--- src/rtl/ntour_pkg.sv ---
// Shared types and constants for the nearest-neighbour tour order block.
// No dependencies; used by every other file of the block.
`default_nettype none

package ntour_pkg;

   localparam int NODE_W  = 6;
   localparam int DIST_W  = 32;
   localparam int CFG_W   = 7;
   localparam int ADDR_W  = 3;
   localparam int DATA_W  = 32;

   localparam logic [ADDR_W-1:0] ADDR_NODE_COUNT = 3'd0;
   localparam logic [CFG_W-1:0]  NODE_COUNT_RESET = 7'd1;

   localparam logic KIND_LOAD  = 1'b0;
   localparam logic KIND_SOLVE = 1'b1;

   typedef struct packed {
      logic              kind;
      logic [NODE_W-1:0] row;
      logic [NODE_W-1:0] col;
      logic [DIST_W-1:0] distance;
      logic [NODE_W-1:0] origin;
   } req_word_type;

   typedef struct packed {
      logic [NODE_W-1:0] node;
      logic              last;
      logic              fallback;
   } rsp_word_type;

   // controller to datapath
   typedef struct packed {
      logic load;
      logic launch;
      logic emit;
      logic issue;
      logic pick;
   } cmd_type;

   // datapath to controller
   typedef struct packed {
      logic out_free;
      logic scan_last;
      logic pend_last;
   } status_type;

endpackage

`default_nettype wire

--- src/rtl/ntour_ctrl.sv ---
// Sequencer for the tour order block: accepts words, steps through row scans.
// Depends on ntour_pkg for the command and status structs.
`default_nettype none

module ntour_ctrl (
   input  wire logic                   clock,
   input  wire logic                   reset,
   input  wire logic                   req_valid,
   input  wire logic                   req_kind,
   input  wire ntour_pkg::status_type  status,
   output ntour_pkg::cmd_type          cmd,
   output logic                        req_stall
);

   typedef enum logic [2:0] {
      ST_IDLE,
      ST_EMIT,
      ST_SCAN,
      ST_DRAIN,
      ST_PICK
   } state_type;

   state_type state_ff, state_in;

   assign req_stall = (state_ff != ST_IDLE);

   always_comb begin
      state_in  = state_ff;
      cmd       = '0;
      unique case (state_ff)
         ST_IDLE: begin
            if (req_valid) begin
               if (req_kind == ntour_pkg::KIND_SOLVE) begin
                  cmd.launch = 1'b1;
                  state_in   = ST_EMIT;
               end else begin
                  cmd.load = 1'b1;
               end
            end
         end
         ST_EMIT: begin
            if (status.out_free) begin
               cmd.emit = 1'b1;
               state_in = status.pend_last ? ST_IDLE : ST_SCAN;
            end
         end
         ST_SCAN: begin
            cmd.issue = 1'b1;
            if (status.scan_last) begin
               state_in = ST_DRAIN;
            end
         end
         ST_DRAIN: begin
            state_in = ST_PICK;
         end
         ST_PICK: begin
            cmd.pick = 1'b1;
            state_in = ST_EMIT;
         end
         default: begin
            state_in = ST_IDLE;
         end
      endcase
   end

   always_ff @(posedge clock) begin
      if (reset) begin
         state_ff <= ST_IDLE;
      end else begin
         state_ff <= state_in;
      end
   end

endmodule

`default_nettype wire

--- config.mk ---
export PLATFORM = sky130hd
export DESIGN_NAME = ntour_ctrl
export DESIGN_NICKNAME = d
export VERILOG_FILES = /design/src/rtl/ntour_pkg.sv /design/src/rtl/ntour_ctrl.sv
export SDC_FILE = /design/constraint.sdc
export NUM_CORES = 1
export LEC_CHECK = 0
export ABC_AREA = 1
export BUFFER_PORTS_ARGS = -buffer_cell sky130_fd_sc_hd__buf_2
export CORE_AREA = 2 2 39 41
export DETAILED_ROUTE_END_ITERATION = 6
export DIE_AREA = 0 0 41 43
export GPL_TIMING_DRIVEN = 0
export SYNTH_ARGS = -nofsm -noshare
export SYNTH_HDL_FRONTEND = slang
export SYNTH_SLANG_ARGS = --single-unit
--- constraint.sdc ---
create_clock -name clock -period 1.2 [get_ports clock]
set_input_delay 0.24 -clock clock [delete_from_list [all_inputs] [get_ports clock]]
set_output_delay 0.24 -clock clock [all_outputs]
set_load 0.05 [all_outputs]
Yosys cells after proc, flatten, opt, wreduce, memory -nomap -nowiden
Cells that the tools add are included.
{"block": "totals", "inputBits": 7, "mem_bits_ro": 0, "register_bits": 3, "latch_bits": 0, "mem_bits_rw": 0, "memories": 0, "output_inout_bits": 6}
{"block": "op_classes", "order_cmp": 0, "eq_ne": 8, "div_mod_pow": 0, "reduce_logical": 3, "n_mul": 0, "n_shift": 0, "n_mux": 14, "bitwise": 0, "n_addsub": 0}
{"op": "$pmux 3 s5", "n": 1}
{"op": "$mux 3", "n": 4}
{"op": "$ne 2x2->1 const B", "n": 4}
{"op": "$eq 3x2->1 const B", "n": 2}
{"op": "$mux 1", "n": 6}
{"op": "$mux 2", "n": 3}
{"op": "$reduce_and 4->1", "n": 1}
{"op": "$eq 3x1->1 const B", "n": 1}
{"op": "$eq 3x3->1 const B", "n": 1}
{"op": "$logic_not 3->1", "n": 1}
{"op": "$reduce_bool 3->1", "n": 1}

Depth between registers and ports, before layout
{"block": "logic_depth", "depth_word": 3, "mapped_depth": 7, "mapped_depth_nobuf": 7}

Worst setup path after synthesis
OpenSTA, ideal clock, no wires.
{"block": "synth_timing", "kind": "register -> output", "from": "register state_ff[0]", "to": "output port cmd[4] (netlist name)", "stages_incl_launch_ff": 4, "path_buffers": 0, "setup_slack_ns": -1.150, "t_required_ns": 0.960, "arrival_time_ns": 2.110, "cell_sequence": "dfxtp_1 > nor2_1 > nand2_1 > nor3b_1"}
{"item": "start, declared", "line": "ntour_ctrl.sv:23", "rtl": "state_type state_ff, state_in;"}
{"item": "start signal, assigned", "line": "ntour_ctrl.sv:70", "rtl": "state_ff <= state_in;"}
{"item": "end, declared", "line": "ntour_ctrl.sv:11", "rtl": "output ntour_pkg::cmd_type cmd,"}

==> metrics.txt <==
root buf cell=clkbuf_4; arithmetic-cell share of the synthesized area counting full adders, half adders and majority gates=0%; total detailed-routing wirelength=541 um; area share of the largest cell type after synthesis=28.9%; Register-to-Register Path Depth=7; CP endpoint kind=output pin; number of H-tree branching levels=1; Top FF cell, synth=dfxtp_1; grt ovf=0; vias per cell=3.83; flip-flop and latch count after synthesis=3; post-synthesis simple-gate area fraction=52.4%; number of antenna repair diodes=0; worst-path cell with the longest stage delay=dfxtp_2; post-synthesis mux area share=0%; critical hold path startpoint=reset; area added between synthesis and finish=102%; clock latency of the later-clocked register in the worst-skew pair=240 ps; cell class contributing the biggest share of worst-path delay=simple AND/OR/NAND/NOR gates; Hold Slack=177 ps; measured slew at the worst slew-check pin=189 ps; Most flops, register=state_ff; compound-cell area share of the yosys netlist=2.41%; max_slew headroom=87.3%; final cycle utilization of the critical path=115%; CTS sink count=3; vias in the first global route=253; maximum number of buffers from clock root to sink=2; # port buffers=12; standard cell core area=0.00138 mm2; status=finished, violations left; synth unique cells=11; number of DRC markers in iteration 0=2; cell count after synthesis=36; power per standard cell area=2820 mW/mm2; I/O Pins=13; count of pins over their slew limit=0; commonest cells in the synthesized netlist=9 x inv_1, 8 x nor2_1, 6 x nand2_1; All-Layer GR Usage=8.53%; largest cells by area after synthesis=dfxtp_1 29%, inv_1 16%, nor2_1 14%; pin count of the biggest net entering global routing=5; maximum clock skew at final layout=2.49 ps; antenna violation net count after detailed routing=0; combinational family with the most area after synthesis=simple AND/OR/NAND/NOR gates; Post-Synth XOR/XNOR Area=0%; final net count=63; Largest stage delay, worst path=330 ps; final hold violations=0; overall power=1.18 mW; clock transition at the register clock pins on the worst setup and hold paths after CTS=40 ps; synthesized area=208 um2; CP Data Required Time=960 ps; count of synthesis-stage warnings from yosys=0; placement-stage worst setup slack=-54.6 ps; FMAX=725 MHz; Synth Net Count=43; worst voltage drop across the vdd grid=0.000853 V; clock tree from TritonCTS=built; fraction of synthesis flops using an asynchronous set or reset pin=0%; Hold Crit Endpoint=state_ff[2]$_SDFFE_PP0P_; number of remaining DRC errors=0; detailed placer's ending HPWL=418 um; clock buffers created by TritonCTS=3; hold bufs inserted after CTS=0; violated checks=setup timing; data arrival time of the critical path=1140 ps; Final GP Congestion=0.819; Max Cap Viol=0; leading cell type by number of instances after synthesis=inv_1; start-to-end type of the worst setup path=flop to output pin; Reg2Reg Setup Slack=100 ps; number of iterations in the first detailed-routing pass=2; worst hold path cell count=2; Critical Path Fanout Max=3; min cycle time layout=1380 ps; horizontal extent of the die=41 um; critical register-to-register path startpoint=state_ff[1]$_SDFFE_PP0P_; RSZ-0062 raised after global routing=yes; part of the Yosys area used for sequential elements=28.9%; Post-synth EDFFs=0; end of the worst register-to-register path=state_ff[1]$_SDFFE_PP0P_; final number of setup-violating endpoints=6; die area=0.00176 mm2; Synth Area per Inst=5.77 um2; number of antenna violations at the first check in global routing=0; kind of path behind the tightest hold check=primary input to flop; final worst-path setup slack=-180 ps; standard-cell rows=14; global-route wire length before repair=959 um; Pleak=0.221 nW; starting density of the core=15.0%; critical path launch point type=flop; worst path buffer plus inverter count=1; chip height=43 um; largest registers=state_ff (3); cell-by-cell listing of the critical path=nor2_4, nand2_4, nor3b_4, buf_6; fraction of layout cells with a size suffix above 1=58.2%; Final TNS setup=-537 ps; average wire length per cell after detail routing=7.62 um; final-layout fill cell count=152; cell taking the most area after synthesis=dfxtp_1; Vias=272; flip-flop count of the largest register, all copies and words added=3
[worst max-delay path by stage]
stage                        startpoint  endpoint  slack [ps]  cells after the start
2_1_floorplan  state_ff[1]$_SDFFE_PP0P_    cmd[4]        -190                      3
3_3_place_gp   state_ff[0]$_SDFFE_PP0P_    cmd[2]         -50                      5
3_5_place_dp   state_ff[0]$_SDFFE_PP0P_    cmd[2]         -50                      5
4_1_cts        state_ff[0]$_SDFFE_PP0P_    cmd[4]        -190                      4
5_1_grt        state_ff[0]$_SDFFE_PP0P_    cmd[2]        -250                      5
6_report       state_ff[0]$_SDFFE_PP0P_    cmd[4]        -180                      4
[cells in the final DEF, fill, tap and decap left out, types with 2 or more instances in the layout]
cell      count
inv_1         8
buf_2         6
buf_6         5
nor2_1        4
nand2_1       4
buf_4         4
nor2_2        3
nand3_1       3
clkbuf_4      3
dfxtp_2       3
nor2_4        2
nand3_2       2
[worst reg2reg max path, cell delays in order, from the launching register on]
cell	delay, ps
dfxtp_2	370
nor2_4	60
buf_4	120
buf_4	120
nand3_2	80
nand3_2	80
nor2_1	110
nor2_1	50
[per-stage QoR]
| stage | instance area (um2) | util [%] | instances |
|---|---|---|---|
| global route | 420 | 30.4 | 71 |
| CTS | 405 | 29.3 | 70 |
| global placement | 328 | 23.7 | 64 |
| floorplan | 248 | - | 36 |
| detailed placement | 328 | 23.7 | 64 |
| finish | 420 | 30.4 | 71 |
[repair_timing]
action | CTS | global route
cloned | 0 | 0
buffers inserted | 2 | 1
endpoints found under the setup margin | 6 | 6
pin swaps | 5 | 0
gates resized for setup | 14 | 3
[power by group]
| part | switching, mW | internal [mW] |
|---|---|---|
| clock network | 0.0557 | 0.125 |
| registers | 0.0446 | 0.141 |
| logic | 0.508 | 0.311 |
[final cells by class]
class                           instances  area, um2  area share (%)
Multi-Input combinational cell         24        160            38.1
Timing Repair Buffer                   15        116            27.7
Sequential cell                         3       63.8            15.2
Inverter                                9       33.8            8.04
Clock buffer                            4       26.3            6.25
Tap cell                               16       20.0            4.76
[logic make-up after synthesis]
group	Yosys count
AO/OA/AOI/OAI	1
buffers and inverters	9
flip-flops	3
AND/OR/NAND/NOR	23
[metal layers]
layer	track usage (%)	share of wire [%]	vias to the layer above
li1	-	-	148
met1	10.3	45	112
met2	10.9	45	12
met3	6.28	10	0
met4	4.00	0	0
met5	0	0	-
(Power assumes the default switching activity.)
